`config.mk`:
```
export PLATFORM = sky130hd
export DESIGN_NAME = pixel_to_ansi_truecolor_encoder
export DESIGN_NICKNAME = d
export VERILOG_FILES = /design/src/ate_pkg.sv /design/src/ate_front.sv /design/src/ate_queue.sv /design/src/ate_back.sv /design/src/pixel_to_ansi_truecolor_encoder.sv
export SDC_FILE = /design/constraint.sdc
export NUM_CORES = 1
export LEC_CHECK = 0
export ABC_AREA = 1
export ABC_CLOCK_PERIOD_IN_PS = 5400
export BUFFER_PORTS_ARGS = -buffer_cell sky130_fd_sc_hd__buf_4
export CORE_ASPECT_RATIO = 1.5
export CORE_MARGIN = 10
export CORE_UTILIZATION = 55
export CTS_BUF_LIST = sky130_fd_sc_hd__clkbuf_8
export DETAILED_ROUTE_END_ITERATION = 16
export GPL_TIMING_DRIVEN = 0
export PLACE_DENSITY = 0.74
export REMOVE_ABC_BUFFERS = 1
export SLEW_MARGIN = 30
export SYNTH_ARGS = -nofsm -noshare
export SYNTH_HDL_FRONTEND = slang
export SYNTH_SLANG_ARGS = --single-unit
```
`constraint.sdc`:
```
create_clock -name clk -period 5.4 [get_ports clk]
set_clock_uncertainty 0.1 [all_clocks]
set_input_delay 0.54 -clock clk [delete_from_list [all_inputs] [get_ports clk]]
set_output_delay 0.54 -clock clk [all_outputs]
set_load 0.005 [all_outputs]
```
`src/ate_pkg.sv`:
```
// Shared types, constants and helper functions for the ANSI truecolor encoder.
// No dependencies; every other file in the block imports this package.
package ate_pkg;

  // Depth of the queue between the front and back parts.
  localparam int QUEUE_DEPTH = 4;
  localparam int QPTR_W      = $clog2(QUEUE_DEPTH);
  localparam int QCNT_W      = $clog2(QUEUE_DEPTH + 1);

  // Fixed-point luma weights (16 fractional bits).
  localparam logic [15:0] LUMA_WR = 16'd19589;
  localparam logic [15:0] LUMA_WG = 16'd38470;
  localparam logic [15:0] LUMA_WB = 16'd7471;

  // Highest ramp index.
  localparam logic [3:0] RAMP_MAX = 4'd14;

  // Byte codes used in the stream.
  localparam logic [7:0] CH_ESC     = 8'h1B;
  localparam logic [7:0] CH_LBRACK  = 8'h5B;
  localparam logic [7:0] CH_THREE   = 8'h33;
  localparam logic [7:0] CH_FOUR    = 8'h34;
  localparam logic [7:0] CH_EIGHT   = 8'h38;
  localparam logic [7:0] CH_TWO     = 8'h32;
  localparam logic [7:0] CH_ZERO    = 8'h30;
  localparam logic [7:0] CH_SEMI    = 8'h3B;
  localparam logic [7:0] CH_M       = 8'h6D;
  localparam logic [7:0] CH_SPACE   = 8'h20;
  localparam logic [7:0] CH_NEWLINE = 8'h0A;

  // Three decimal digits of one channel.
  typedef struct packed {
    logic [3:0] hundreds;
    logic [3:0] tens;
    logic [3:0] units;
  } digits_t;

  // One classified pixel, as handed from the front part to the back part.
  typedef struct packed {
    digits_t    red;
    digits_t    green;
    digits_t    blue;
    logic [7:0] glyph;
    logic       background;
    logic       row_end;
  } pixel_rec_t;

  // Queue status seen by the front part.
  typedef struct packed {
    logic [QCNT_W-1:0] count;
  } queue_status_t;

  // Brightness ramp " .,:;iltfLCG08@".
  function automatic logic [7:0] ramp_glyph(input logic [3:0] idx);
    logic [7:0] g;
    case (idx)
      4'd0:    g = 8'h20;
      4'd1:    g = 8'h2E;
      4'd2:    g = 8'h2C;
      4'd3:    g = 8'h3A;
      4'd4:    g = 8'h3B;
      4'd5:    g = 8'h69;
      4'd6:    g = 8'h6C;
      4'd7:    g = 8'h74;
      4'd8:    g = 8'h66;
      4'd9:    g = 8'h4C;
      4'd10:   g = 8'h43;
      4'd11:   g = 8'h47;
      4'd12:   g = 8'h30;
      4'd13:   g = 8'h38;
      default: g = 8'h40;
    endcase
    return g;
  endfunction

  // Splits an 8-bit value into three decimal digits without a divider.
  function automatic digits_t to_digits(input logic [7:0] v);
    digits_t    d;
    logic [7:0] rem;
    logic [13:0] scaled;
    logic [7:0] tens_x10;
    if (v >= 8'd200) begin
      d.hundreds = 4'd2;
      rem        = v - 8'd200;
    end else if (v >= 8'd100) begin
      d.hundreds = 4'd1;
      rem        = v - 8'd100;
    end else begin
      d.hundreds = 4'd0;
      rem        = v;
    end
    // rem < 100, so rem * 103 / 1024 is the exact tens digit.
    scaled   = {6'd0, rem} * 14'd103;
    d.tens   = scaled[13:10];
    tens_x10 = {4'd0, d.tens} * 8'd10;
    d.units  = 4'((rem - tens_x10));
    return d;
  endfunction

endpackage

```
`src/ate_front.sv`:
```
// Front part: takes pixels, computes luma, glyph and decimal digits, and
// pushes one record per pixel into the queue. Depends on ate_pkg.
module ate_front import ate_pkg::*; (
  input  logic          clk,
  input  logic          rst,
  input  logic          cfg_write,
  input  logic          cfg_data,
  input  logic          push,
  output logic          full,
  input  logic [7:0]    red,
  input  logic [7:0]    green,
  input  logic [7:0]    blue,
  input  logic          row_end,
  input  queue_status_t qstat,
  output logic          rec_push,
  output pixel_rec_t    rec
);

  logic        background;
  logic        accept;

  // Stage one: weighted products and digit split.
  logic        v1;
  logic [22:0] prod_r;
  logic [23:0] prod_g;
  logic [20:0] prod_b;
  digits_t     dig_r;
  digits_t     dig_g;
  digits_t     dig_b;
  logic        bg1;
  logic        row_end1;

  // Stage two: luma sum and ramp lookup.
  logic [23:0] luma_sum;
  logic [7:0]  luma;
  logic [11:0] idx_scaled;
  logic [3:0]  idx;
  logic [QCNT_W+1:0] committed;

  // Space in the queue is reserved for every pixel still in the pipeline.
  assign committed = {2'd0, qstat.count} + {{(QCNT_W+1){1'b0}}, v1}
                   + {{(QCNT_W+1){1'b0}}, rec_push};
  assign full      = committed >= (QCNT_W+2)'(QUEUE_DEPTH);
  assign accept    = push && !full;

  // Mode register.
  always_ff @(posedge clk) begin
    if (rst) begin
      background <= 1'b0;
    end else if (cfg_write) begin
      background <= cfg_data;
    end
  end

  // Stage one registers.
  always_ff @(posedge clk) begin
    if (rst) begin
      v1 <= 1'b0;
    end else begin
      v1 <= accept;
    end
    prod_r   <= 23'({15'd0, red}   * {8'd0, LUMA_WR});
    prod_g   <= {8'd0, green} * {8'd0, LUMA_WG};
    prod_b   <= 21'({16'd0, blue}  * {8'd0, LUMA_WB});
    dig_r    <= to_digits(red);
    dig_g    <= to_digits(green);
    dig_b    <= to_digits(blue);
    bg1      <= background;
    row_end1 <= row_end;
  end

  // Luma and ramp index; the index never exceeds 13 but is clamped anyway.
  always_comb begin
    luma_sum   = {1'b0, prod_r} + prod_g + {3'd0, prod_b};
    luma       = luma_sum[23:16];
    idx_scaled = {4'd0, luma} * 12'd14;
    idx        = (idx_scaled[11:8] > RAMP_MAX) ? RAMP_MAX : idx_scaled[11:8];
  end

  // Stage two registers feed the queue.
  always_ff @(posedge clk) begin
    if (rst) begin
      rec_push <= 1'b0;
    end else begin
      rec_push <= v1;
    end
    rec.red        <= dig_r;
    rec.green      <= dig_g;
    rec.blue       <= dig_b;
    rec.glyph      <= bg1 ? CH_SPACE : ramp_glyph(idx);
    rec.background <= bg1;
    rec.row_end    <= row_end1;
  end

endmodule

```
`src/ate_queue.sv`:
```
// Short register queue of pixel records between the front and back parts.
// Depends on ate_pkg.
module ate_queue import ate_pkg::*; (
  input  logic          clk,
  input  logic          rst,
  input  logic          wr_en,
  input  pixel_rec_t    wr_rec,
  input  logic          rd_en,
  output pixel_rec_t    head,
  output logic          head_valid,
  output queue_status_t qstat
);

  pixel_rec_t        entries [QUEUE_DEPTH];
  logic [QPTR_W-1:0] wr_ptr;
  logic [QPTR_W-1:0] rd_ptr;
  logic [QCNT_W-1:0] count;

  assign head        = entries[rd_ptr];
  assign head_valid  = count != '0;
  assign qstat.count = count;

  // Storage writes.
  always_ff @(posedge clk) begin
    if (wr_en) begin
      entries[wr_ptr] <= wr_rec;
    end
  end

  // Pointers and fill count. The front never writes when the queue is full.
  always_ff @(posedge clk) begin
    if (rst) begin
      wr_ptr <= '0;
      rd_ptr <= '0;
      count  <= '0;
    end else begin
      if (wr_en) begin
        wr_ptr <= (wr_ptr == QPTR_W'(QUEUE_DEPTH - 1)) ? '0 : wr_ptr + 1'b1;
      end
      if (rd_en) begin
        rd_ptr <= (rd_ptr == QPTR_W'(QUEUE_DEPTH - 1)) ? '0 : rd_ptr + 1'b1;
      end
      if (wr_en && !rd_en) begin
        count <= count + 1'b1;
      end else if (rd_en && !wr_en) begin
        count <= count - 1'b1;
      end
    end
  end

endmodule

```
`src/ate_back.sv`:
```
// Back part: walks the byte sequence of the queue head record and loads one
// byte a cycle into the output register while it is empty or popped. Depends on ate_pkg.
module ate_back import ate_pkg::*; (
  input  logic       clk,
  input  logic       rst,
  input  pixel_rec_t head,
  input  logic       head_valid,
  output logic       head_pop,
  output logic       empty,
  input  logic       pop,
  output logic [7:0] out_byte,
  output logic       last
);

  typedef enum logic [4:0] {
    P_ESC, P_LBRACK, P_LAYER, P_EIGHT, P_SEMI0, P_TWO, P_SEMI1,
    P_R2, P_R1, P_R0, P_SEMI2,
    P_G2, P_G1, P_G0, P_SEMI3,
    P_B2, P_B1, P_B0, P_M,
    P_GLYPH,
    P_RST_ESC, P_RST_LBRACK, P_RST_ZERO, P_RST_M, P_NL
  } pos_t;

  pos_t       pos;
  logic       out_valid;
  logic       load;
  logic       is_last;
  logic [7:0] byte_now;

  // Byte for the current position.
  always_comb begin
    unique case (pos)
      P_ESC:        byte_now = CH_ESC;
      P_LBRACK:     byte_now = CH_LBRACK;
      P_LAYER:      byte_now = head.background ? CH_FOUR : CH_THREE;
      P_EIGHT:      byte_now = CH_EIGHT;
      P_TWO:        byte_now = CH_TWO;
      P_R2:         byte_now = {4'h3, head.red.hundreds};
      P_R1:         byte_now = {4'h3, head.red.tens};
      P_R0:         byte_now = {4'h3, head.red.units};
      P_G2:         byte_now = {4'h3, head.green.hundreds};
      P_G1:         byte_now = {4'h3, head.green.tens};
      P_G0:         byte_now = {4'h3, head.green.units};
      P_B2:         byte_now = {4'h3, head.blue.hundreds};
      P_B1:         byte_now = {4'h3, head.blue.tens};
      P_B0:         byte_now = {4'h3, head.blue.units};
      P_M:          byte_now = CH_M;
      P_GLYPH:      byte_now = head.glyph;
      P_RST_ESC:    byte_now = CH_ESC;
      P_RST_LBRACK: byte_now = CH_LBRACK;
      P_RST_ZERO:   byte_now = CH_ZERO;
      P_RST_M:      byte_now = CH_M;
      P_NL:         byte_now = CH_NEWLINE;
      default:      byte_now = CH_SEMI;
    endcase
  end

  // The glyph ends a pixel unless a row reset follows it.
  assign is_last  = (pos == P_GLYPH && !head.row_end) || pos == P_NL;
  assign load     = head_valid && (!out_valid || pop);
  assign head_pop = load && is_last;
  assign empty    = !out_valid;

  // Sequencer position and output register.
  always_ff @(posedge clk) begin
    if (rst) begin
      pos       <= P_ESC;
      out_valid <= 1'b0;
    end else if (load) begin
      out_byte  <= byte_now;
      last      <= is_last;
      out_valid <= 1'b1;
      pos       <= is_last ? P_ESC : pos_t'(pos + 5'd1);
    end else if (pop) begin
      out_valid <= 1'b0;
    end
  end

endmodule

```
`src/pixel_to_ansi_truecolor_encoder.sv`:
```
// Top level of the pixel to ANSI 24-bit color encoder.
// Depends on ate_pkg, ate_front, ate_queue and ate_back.
//
//   channel  handshake        payload
//   config   cfg_write        cfg_data (background mode)
//   pixels   push / full      red, green, blue, row_end
//   bytes    pop / empty      out_byte, last
//
// Each pixel yields 20 bytes, or 25 at a row end, one byte per cycle from
// the back sequencer while bytes are popped, so the output limits sustained input.
// A pixel passes the stage one and stage two front registers before it reaches the queue.
// Pixels are taken every cycle while the four-entry queue has room.
// Reset is synchronous and clears the mode, the queue and the sequencer.
// A stalled pop holds the current byte; the front keeps filling the queue.
module pixel_to_ansi_truecolor_encoder import ate_pkg::*; (
  input  logic       clk,
  input  logic       rst,
  input  logic       cfg_write,
  input  logic       cfg_data,
  input  logic       push,
  output logic       full,
  input  logic [7:0] red,
  input  logic [7:0] green,
  input  logic [7:0] blue,
  input  logic       row_end,
  output logic       empty,
  input  logic       pop,
  output logic [7:0] out_byte,
  output logic       last
);

  queue_status_t qstat;
  logic          rec_push;
  pixel_rec_t    rec;
  pixel_rec_t    head;
  logic          head_valid;
  logic          head_pop;

  // Classification pipeline.
  ate_front u_front (
    .clk       (clk),
    .rst       (rst),
    .cfg_write (cfg_write),
    .cfg_data  (cfg_data),
    .push      (push),
    .full      (full),
    .red       (red),
    .green     (green),
    .blue      (blue),
    .row_end   (row_end),
    .qstat     (qstat),
    .rec_push  (rec_push),
    .rec       (rec)
  );

  // Decoupling queue.
  ate_queue u_queue (
    .clk        (clk),
    .rst        (rst),
    .wr_en      (rec_push),
    .wr_rec     (rec),
    .rd_en      (head_pop),
    .head       (head),
    .head_valid (head_valid),
    .qstat      (qstat)
  );

  // Byte sequencer.
  ate_back u_back (
    .clk        (clk),
    .rst        (rst),
    .head       (head),
    .head_valid (head_valid),
    .head_pop   (head_pop),
    .empty      (empty),
    .pop        (pop),
    .out_byte   (out_byte),
    .last       (last)
  );

endmodule
```
Word-level counts from Yosys, hierarchy flattened

Memories as Yosys holds them, arrays and structs flattened. A register that Yosys moved wholly into a read port is not among the register bits.
Index checks and enable logic that the tools add are counted.

Bits in read-only memories: 112
Input port bits: 31
Memories: 2
Bits in writable memories: 184
Register bits: 176
Word-level logic and storage cells: 141

Reductions and logical operators: 21
Equality and inequality tests: 22
Order comparisons: 8
Add/sub/neg operators: 18
Bitwise logic cells: 1
Mux-type cells: 23
$mul: 10

Memory list:

| name            | words | bits a word | rd ports | clocked after memory_dff | write ports | RTL line        | text |
|---|---|---|---|---|---|---|---|
| u_queue.entries | 4     | 46          | 1        | 1                        | 1           | ate_queue.sv:14 | `pixel_rec_t entries [QUEUE_DEPTH];` |
| (no name shown) | 16    | 7           | 1        | 1                        | 0           | ate_pkg.sv:56   | `case (idx)` |

Operator list:

| kind                  | number |
|---|---|
| $pmux 8 s18           | 1 |
| $mux 8                | 6 |
| $mul 8x15->23 const B | 2 |
| $eq 5x5->1 const B    | 9 |
| $mul 8x7->14 const B  | 3 |
| $eq 5x4->1 const B    | 6 |
| $add 23x24->24        | 1 |
| $add 24x21->24        | 1 |
| $ge 8x7->1 const B    | 3 |
| $ge 8x8->1 const B    | 3 |
| $sub 8x7->8 const B   | 3 |
| $sub 8x8->8 const B   | 3 |
| $mul 8x13->21 const B | 1 |
| $mul 4x3->3 const B   | 3 |
| $sub 4x4->4           | 3 |
| $mul 8x3->11 const B  | 1 |
| $eq 5x2->1 const B    | 2 |
| $eq 5x3->1 const B    | 2 |
| $mux 3                | 3 |
| $mux 2                | 4 |
| $mux 1                | 7 |
| $logic_and 1x1->1     | 6 |
| $reduce_or 2->1       | 3 |
| $add 5x1->5           | 1 |
| 18 further kinds      | 26 |

Depth between registers and ports, before layout

Gate-level depths: netlist of run 1.

Depth in word-level cells: 7
Depth in mapped cells: 37
Depth with buffers taken out: 37

Hierarchy

Synthesis of run 1 repeated with hierarchy kept, for this count alone.

Cell total of the unflattened synthesis: 2578
Area, all modules: 23919.2 µm²

By module, submodules not included:

| module    | cells each | times used | sequential area each (µm²) | area each (µm²) |
|---|---|---|---|---|
| ate_front | 1855       | 1          | 2762.6                     | 15295.9 |
| ate_queue | 504        | 1          | 5705.5                     | 7278.2 |
| ate_back  | 219        | 1          | 390.4                      | 1345.0 |

Least setup slack after synthesis of run 1

No wires, ideal clock.

Path type: input -> register
Start point: input port green[4]
End point: register u_front.dig_g[3] (netlist name)
Library setup time: 0.113 ns
Arrival time: 5.520 ns
Data required time: 5.187 ns
Cell stages on the path: 31
Setup slack: -0.333 ns
Cells stage by stage: inv_1 ha_1 a21boi_1 nand2_1 nand2_1 nand2_1 inv_1 o21ai_1 o21ai_0 xor2_1 ha_1 fa_1 fa_1 inv_1 fa_1 inv_1 ha_1 nand2_1 inv_1 a221oi_1 nand2_1 nand3_1 nand2_1 xor2_1 fa_1 inv_1 nand2_1 nand2_1 inv_1 nand2_1 nand2_1

Longest elaborated chain between the ends: 6

Ends and longest elaborated chain:

| element                                          | RTL line                              | text |
|---|---|---|
| start, declared                                  | pixel_to_ansi_truecolor_encoder.sv:23 | `input logic [7:0] green,` |
| $sub 8x7->8 / $ge 8x7->1 (equally long branches) | ate_pkg.sv:87, ate_pkg.sv:85          |  |
| $mux 8                                           | ate_pkg.sv:85                         | `end else if (v >= 8'd100) begin` |
| $mux 8 (*)                                       | ate_pkg.sv:82                         | `if (v >= 8'd200) begin` |
| $mul 8x7->14                                     | ate_pkg.sv:93                         | `scaled = {6'd0, rem} * 14'd103;` |
| $mul 4x3->3                                      | ate_pkg.sv:95                         | `tens_x10 = {4'd0, d.tens} * 8'd10;` |
| $sub 4x4->4 (*)                                  | ate_pkg.sv:96                         | `d.units = 4'((rem - tens_x10));` |
| end signal, assigned                             | ate_front.sv:66                       | `dig_g <= to_digits(green);` |
| end, declared                                    | ate_front.sv:28                       | `digits_t dig_g;` |

Every way passes the cells marked *; elsewhere a longest branch is shown, timed or not.
A chain may end at the register's enable or synchronous reset.

Final worst setup path of run 1

Start point: input port green[2]
End point: register u_front.dig_g[3] (netlist name)

Same word-level chain as after synthesis.

==> results.md, run 1 <==
* Status: completed
* Worst Path Arrival at 5.65 ns
* First-pass GRT wire length at 82600 um
* Post-synth EDFFs at 164
* Vias at 16800
* Die ar. at 50000 um2
* Tightest Pin Transition at 0.722 ns
* Synth Instances at 2464
* Fmax at 189 MHz
* HP Class: in2reg
* Critical Path Source Type: input port
* Drc violations at 0
* Design Area, Final at 25500 um2
* Final setup fails at 0
* Fin. Hold Viols at 0
* Vias in the first global route at 17500
* Most frequent CP cell: nand2_1
* Total wire length at 51200 um
* Largest net degree at the start of global routing at 74
* WP buf/inv at 10
* Max-cap violations at 0
* Grt total ovfl at 0
* Cell taking the most area after synthesis: edfxtp_1
* Nets at 3090
* Critical path class: in2reg
* Post-Synth XOR/XNOR Area at 3.54%
* Top post-synthesis cells by area: edfxtp_1 (22%), ha_1 (20%), dfxtp_1 (13%)
* RSZ-0062 raised after global routing: yes
* Slew headroom at 51.9%
* FFs w/ async S/R, synth at 0%
* GP Congestion at 0.943
* Die W at 186 um
* Routed Antenna Nets at 0
* Largest family of logic cells by synthesized area: adder cells
* Initial antenna violation count at 1
* IO Port Bufs at 40
* Share of the synthesized area in the top cell type at 21.7%
* Worst Path Max Fanout at 7
* Syn_area_per_cell at 9.21 um2
* Die Ht at 269 um
* Initial DRC count at 761
* Critical Path Max Stage Delay at 0.58 ns
* Fraction of layout cells with a size suffix above 1 at 11.8%
* Num rows at 91
* CP required at 5.76 ns
* Dpl hpwl at 38900 um
* Post-synthesis adder-cell area fraction at 30.7%
* Num CTS Buffers at 48
* CP Capture Type: register
* CTS tree: done
* I/O pin count at 42
* Top_reg_cell synth: edfxtp_1
* Synth cell types at 57
* Via-per-instance ratio at 5.39
* Placed inst area at 23600 um2
* CTS Root Cell: clkbuf_8
* Post-synthesis instance area at 22700 um2
* Clk Latency, worst-skew pair at 0.59 ns
* Clock Pin Slew Worst Setup and Hold Paths at 0.06 ns
* Mux contribution to synthesized area at 0.176%
* H-tree depth at 2
* CORE AREA at 41000 um2
* Layout Utilization at 62.2%
* Max-slew violation count at 0
* Synth Warn # at 0
* Drt wl/cell at 16.4 um
* Clock sink count at 317
* Delay-heaviest family, CP: adder cells
* Seq/Total Area, Yosys at 35.2%
* Post-Synth Simple-Gate Area at 14.7%
* DR pass1 iterations at 5
* Bufs on Longest Clock Path at 3
* Crit path max-delay cell type: fa_1
* Synthesis-to-finish area growth at 12.3%
* Fin crit share at 97.9%
* Initial Utilization at 55.4%
* GRT Overall Usage at 20.5%
* Synth Area in Compound Gates at 8.18%
* Final Critical Period at 5.29 ns
* #FFs+latches synth at 317
==> cells in the final DEF (no fill, tap or decap), types with 14 or more instances in the layout <==
| cell | netlist | routed |
|---|---|---|
| fa_1 | 116 | 113 |
| clkbuf_8 | 0 | 50 |
| inv_1 | 409 | 399 |
| xnor2_1 | 24 | 23 |
| ha_4 | 0 | 14 |
| nand2_1 | 415 | 401 |
| a21oi_1 | 118 | 110 |
| nand2_2 | 19 | 28 |
| edfxtp_1 | 164 | 164 |
| o21ai_0 | 115 | 110 |
| clkinv_2 | 1 | 14 |
| buf_4 | 1 | 71 |
| o22ai_1 | 33 | 30 |
| dfxtp_1 | 153 | 149 |
| nand3_1 | 102 | 100 |
| nand4_1 | 22 | 22 |
| xor2_1 | 66 | 57 |
| nor2_1 | 196 | 194 |
| ha_1 | 371 | 342 |
| ha_2 | 0 | 15 |
==> kinds of logic after synthesis <==
kind of cell | after synthesis
simple gates | 792
flops | 317
mux | 4
xor+xnor | 91
buf+inv | 443
other cells | 1
compound gates | 329
fa+ha+maj | 487
==> synthesized netlist by cell type (9+ instances only) <==
| master | n |
|---|---|
| o22ai_1 | 33 |
| fa_1 | 116 |
| o21ai_0 | 115 |
| clkbuf_1 | 13 |
| nand2_1 | 415 |
| ha_1 | 371 |
| nand4_1 | 22 |
| inv_1 | 409 |
| nor3_1 | 13 |
| nand2_2 | 19 |
| xnor2_1 | 24 |
| dfxtp_1 | 153 |
| edfxtp_1 | 164 |
| nor2_1 | 196 |
| buf_2 | 10 |
| xor2_1 | 66 |
| a21o_1 | 9 |
| o21bai_1 | 11 |
| nand3_1 | 102 |
| a21oi_1 | 118 |
==> per-stage QoR <==
stage	std cells	worst slack, ns	hold slack (ns)	TNS, ns
2_1_floorplan	2438	-0.333	0.210	-0.937
3_3_place_gp	2989	-1.35	0.210	-9.32
3_5_place_dp	2991	-1.41	0.212	-10.70
4_1_cts	3108	0.00622	0.0328	0
5_1_grt	3123	-0.116	0.0490	-0.273
6_report	3123	0.112	0.0673	0
==> worst register-to-register path, stage by stage, from the launching register on <==
cell and delay [ns]:
dfxtp_2 0.43, fa_1 0.45, ha_1 0.40, nand2_1 0.10, nor2_1 0.16, nand2_1 0.09
nor2_1 0.10, o21ai_0 0.09, nand3_1 0.16, nand2_1 0.07, nand2_1 0.15, xnor2_2 0.16
fa_1 0.45, ha_1 0.35, nand2_1 0.10, inv_1 0.07, nand4_1 0.12, nand2_2 0.16
xor2_4 0.25, nor3_1 0.09, nor2_2 0.17, inv_1 0.11, ha_1 0.32, o21ai_0 0.19
nor2_1 0.06, nor2_1 0.10
==> sequential cells by signal, summed over array words and instances, names as in the netlist, 2 cells and up, named ones only <==
name / cells
u_front.prod_g: 22
u_queue.wr_ptr: 2
u_front.dig_b: 9
u_front.rec: 39
u_front.prod_b: 21
u_queue.entries: 156
u_front.dig_r: 9
u_front.prod_r: 23
u_back.out_byte: 7
u_queue.qstat: 3
u_queue.rd_ptr: 2
u_front.dig_g: 10
u_back.pos: 5
==> routing by layer <==
layer  global-route usage, %  routed length [um]  up-vias
met4                    9.98                2460        0
met5                       0                   0        -
met1                    20.7               18900     8052
li1                        -                   -     8311
met2                    40.4               28500      333
met3                    2.00                1450      140
==> final cells by class <==
cell class | instances | area, um2
fillers | 3353 | 15500
multi-input cells | 1704 | 13500
flip-flops and latches | 317 | 8000
inverters | 417 | 1610
repair buffers | 84 | 726
clock buffers | 50 | 688
well taps | 511 | 639
clock inverters | 39 | 350
diodes | 1 | 2.50
==> repair_timing <==
item / CTS / global route
hold buffers: 2 / 0
pin swaps: 15 / 38
buffers inserted: 26 / 14
hold endpoints to repair: 2 / 0
setup endpoints to repair: 8 / 11
resized for setup: 41 / 86
==> worst paths after layout <==
| check | slack [ns] | cells past startpoint | endpoint | startpoint |
|---|---|---|---|---|
| worst min register to register | 0.22 | 0 | u_front.rec[37] | u_front.dig_r[3] |
| worst min-delay path | 0.07 | 1 | u_front.prod_r[0] | red[0] |
| worst max-delay path | 0.11 | 34 | u_front.dig_g[3] | green[2] |
| worst max register to register | 0.36 | 25 | u_front.rec[6] | u_front.prod_r[19] |
Power of run 1 is left out: the tool's default activity adds up to more than one toggle a clock period on the data nets, which glitch-free logic cannot reach.
==> run 2: changes to the inputs <==
--- a/config.mk
+++ b/config.mk
@@ -11,8 +11,8 @@
 export CORE_ASPECT_RATIO = 1.5
 export CORE_MARGIN = 10
 export CORE_UTILIZATION = 55
-export CTS_BUF_LIST = sky130_fd_sc_hd__clkbuf_8
 export DETAILED_ROUTE_END_ITERATION = 16
+export GPL_ROUTABILITY_DRIVEN = 0
 export GPL_TIMING_DRIVEN = 0
 export PLACE_DENSITY = 0.74
 export REMOVE_ABC_BUFFERS = 1
==> results.md, run 2 (synthesis gave the netlist of run 1 again) <==
* R2R Path Start: u_front.prod_r[16]
* Max-cap violations at 0 (unchanged)
* Fraction of layout cells with a size suffix above 1 at 11.9% (+0.044 points)
* Worst hold slack at 0.0656 ns (-0.00168 ns)
* Fin. Hold Viols at 0 (unchanged)
* Clock Pin Slew Worst Setup and Hold Paths at 0.06 ns (about the same)
* Status: completed
* Bufs on Longest Clock Path at 3 (unchanged)
* Most frequent cells in the layout: nand2_1 (396), inv_1 (387), ha_1 (348)
* RSZ-0062 raised after global routing: yes
* DR pass1 iterations at 5 (unchanged)
* Synthesis-to-finish area growth at 12.9%
* CTS tree: done
* Top reg by flops: u_queue.entries
* Fmax at 189 MHz (-0.14%)
* Crit path max-delay cell type: fa_1
* Initial antenna violation count at 0 (-1)
* Final setup fails at 0 (unchanged)
* First-pass GRT wire length at 78800 um (-4.7%)
* IO Port Bufs at 40 (unchanged)
* CP required at 5.74 ns (-0.02 ns)
* CTS Root Cell: clkbuf_16
* Vias in the first global route at 16900 (-3.5%)
* Worst Min Path Start: cfg_write
* R2R cell count at 26 (+4.0%)
* I/O pin count at 42 (unchanged)
* CORE AREA at 41000 um2 (unchanged)
* GRT Overall Usage at 19.4% (-1.0 points)
* Clk Latency, worst-skew pair at 0.56 ns (-0.03 ns)
* Critical path class: in2reg
* CP Capture Type: register
* Filler cells at 3183 (-5.1%)
* Num CTS Buffers at 29 (-40%)
* Num rows at 91 (unchanged)
* Fin crit share at 98.1% (+0.13 points)
* Drt wl/cell at 16.2 um (-1.6%)
* HP Class: in2reg
* Worst Path Arrival at 5.63 ns (-0.02 ns)
* Most frequent CP cell: buf_4
* Vias at 16800 (-0.40%)
* Clock sink count at 317 (unchanged)
* Initial DRC count at 830 (+9.1%)
* Largest net degree at the start of global routing at 74 (unchanged)
* Slew headroom at 51.6% (-0.27 points)
* Initial Utilization at 55.4% (unchanged)
* Die Ht at 269 um (unchanged)
* Nets at 3088 (-0.065%)
* Drc violations at 0 (unchanged)
* Max-slew violation count at 0 (unchanged)
* Most common cell after layout, fill and taps aside: nand2_1
* Dpl hpwl at 37500 um (-3.8%)
* Via-per-instance ratio at 5.40 (+0.21%)
* Grt total ovfl at 0 (unchanged)
* Die W at 186 um (unchanged)
* Biggest regs: u_queue.entries x156, u_front.rec x39, u_front.prod_r x23
* Die ar. at 50000 um2 (unchanged)
* ANT cells at 0 (-1)
* H-tree depth at 1 (-1)
* Hold path cells at 2 (+1)
* Critical Path Source Type: input port
* Routed Antenna Nets at 0 (unchanged)
* CP startpoint: green[2]
* Tightest Pin Transition at 0.725 ns (+0.00303 ns)
* Total wire length at 50100 um (-2.2%)
* Final Critical Period at 5.30 ns (+0.00717 ns)
* Critical Path Max Stage Delay at 0.55 ns (-0.03 ns)
* Largest register FFs at 156 (unchanged)
* Worst Path Max Fanout at 7 (unchanged)
-- run 2: worst max-delay path, delay by kind of cell --
| family | cells | cell delay, ns |
|---|---|---|
| buf+inv | 13 | 1.41 |
| simple gates | 8 | 0.64 |
| compound gates | 3 | 0.35 |
| fa+ha+maj | 6 | 2.26 |
| xor+xnor | 2 | 0.41 |
-- run 2: final cells by class --
class | instances | area, um2 | share of cell area [%]
multi-input combinational | 1704 | 13500 | 52.8
sequential | 317 | 8000 | 31.2
inverter | 417 | 1610 | 6.27
timing repair buffer | 101 | 856 | 3.34
clock buffer | 37 | 796 | 3.11
tap | 511 | 639 | 2.49
clock inverter | 17 | 188 | 0.732
-- run 2: through the flow --
step / TNS, ns / setup slack, ns / util, % / instances / area [um2]
2_1_floorplan: -0.937 / -0.333 / - / 2438 / 22600
3_3_place_gp: -8.55 / -1.25 / 57.4 / 2989 / 23500
3_5_place_dp: -9.94 / -1.30 / 57.5 / 2991 / 23600
4_1_cts: 0 / 0.00166 / 60.9 / 3081 / 24900
5_1_grt: -0.310 / -0.0878 / 62.5 / 3104 / 25600
6_report: 0 / 0.104 / 62.5 / 3104 / 25600
-- run 2: routing by layer --
layer,global-route usage [%],part of all wire (%),up-vias
met5,0,0,-
li1,-,-,8308
met2,37.6,55,346
met3,1.54,2.7,156
met1,20.0,37,7958
met4,11.0,5.6,0
-- run 2: final timing paths --
kind                         to  slack, ns
max            u_front.dig_g[7]       0.10
min          u_front.background       0.07
max reg2reg      u_front.rec[6]       0.40
min reg2reg      u_front.rec[0]       0.23
-- run 2: repair_timing --
action | CTS | global route
endpoints found under the setup margin | 9 | 13
setup buffers | 35 | 23
hold endpoints to repair | 1 | 0
pin swaps | 15 | 45
hold buffers | 1 | 0
gates resized for setup | 29 | 118
Power of run 2 is left out for the same reason.
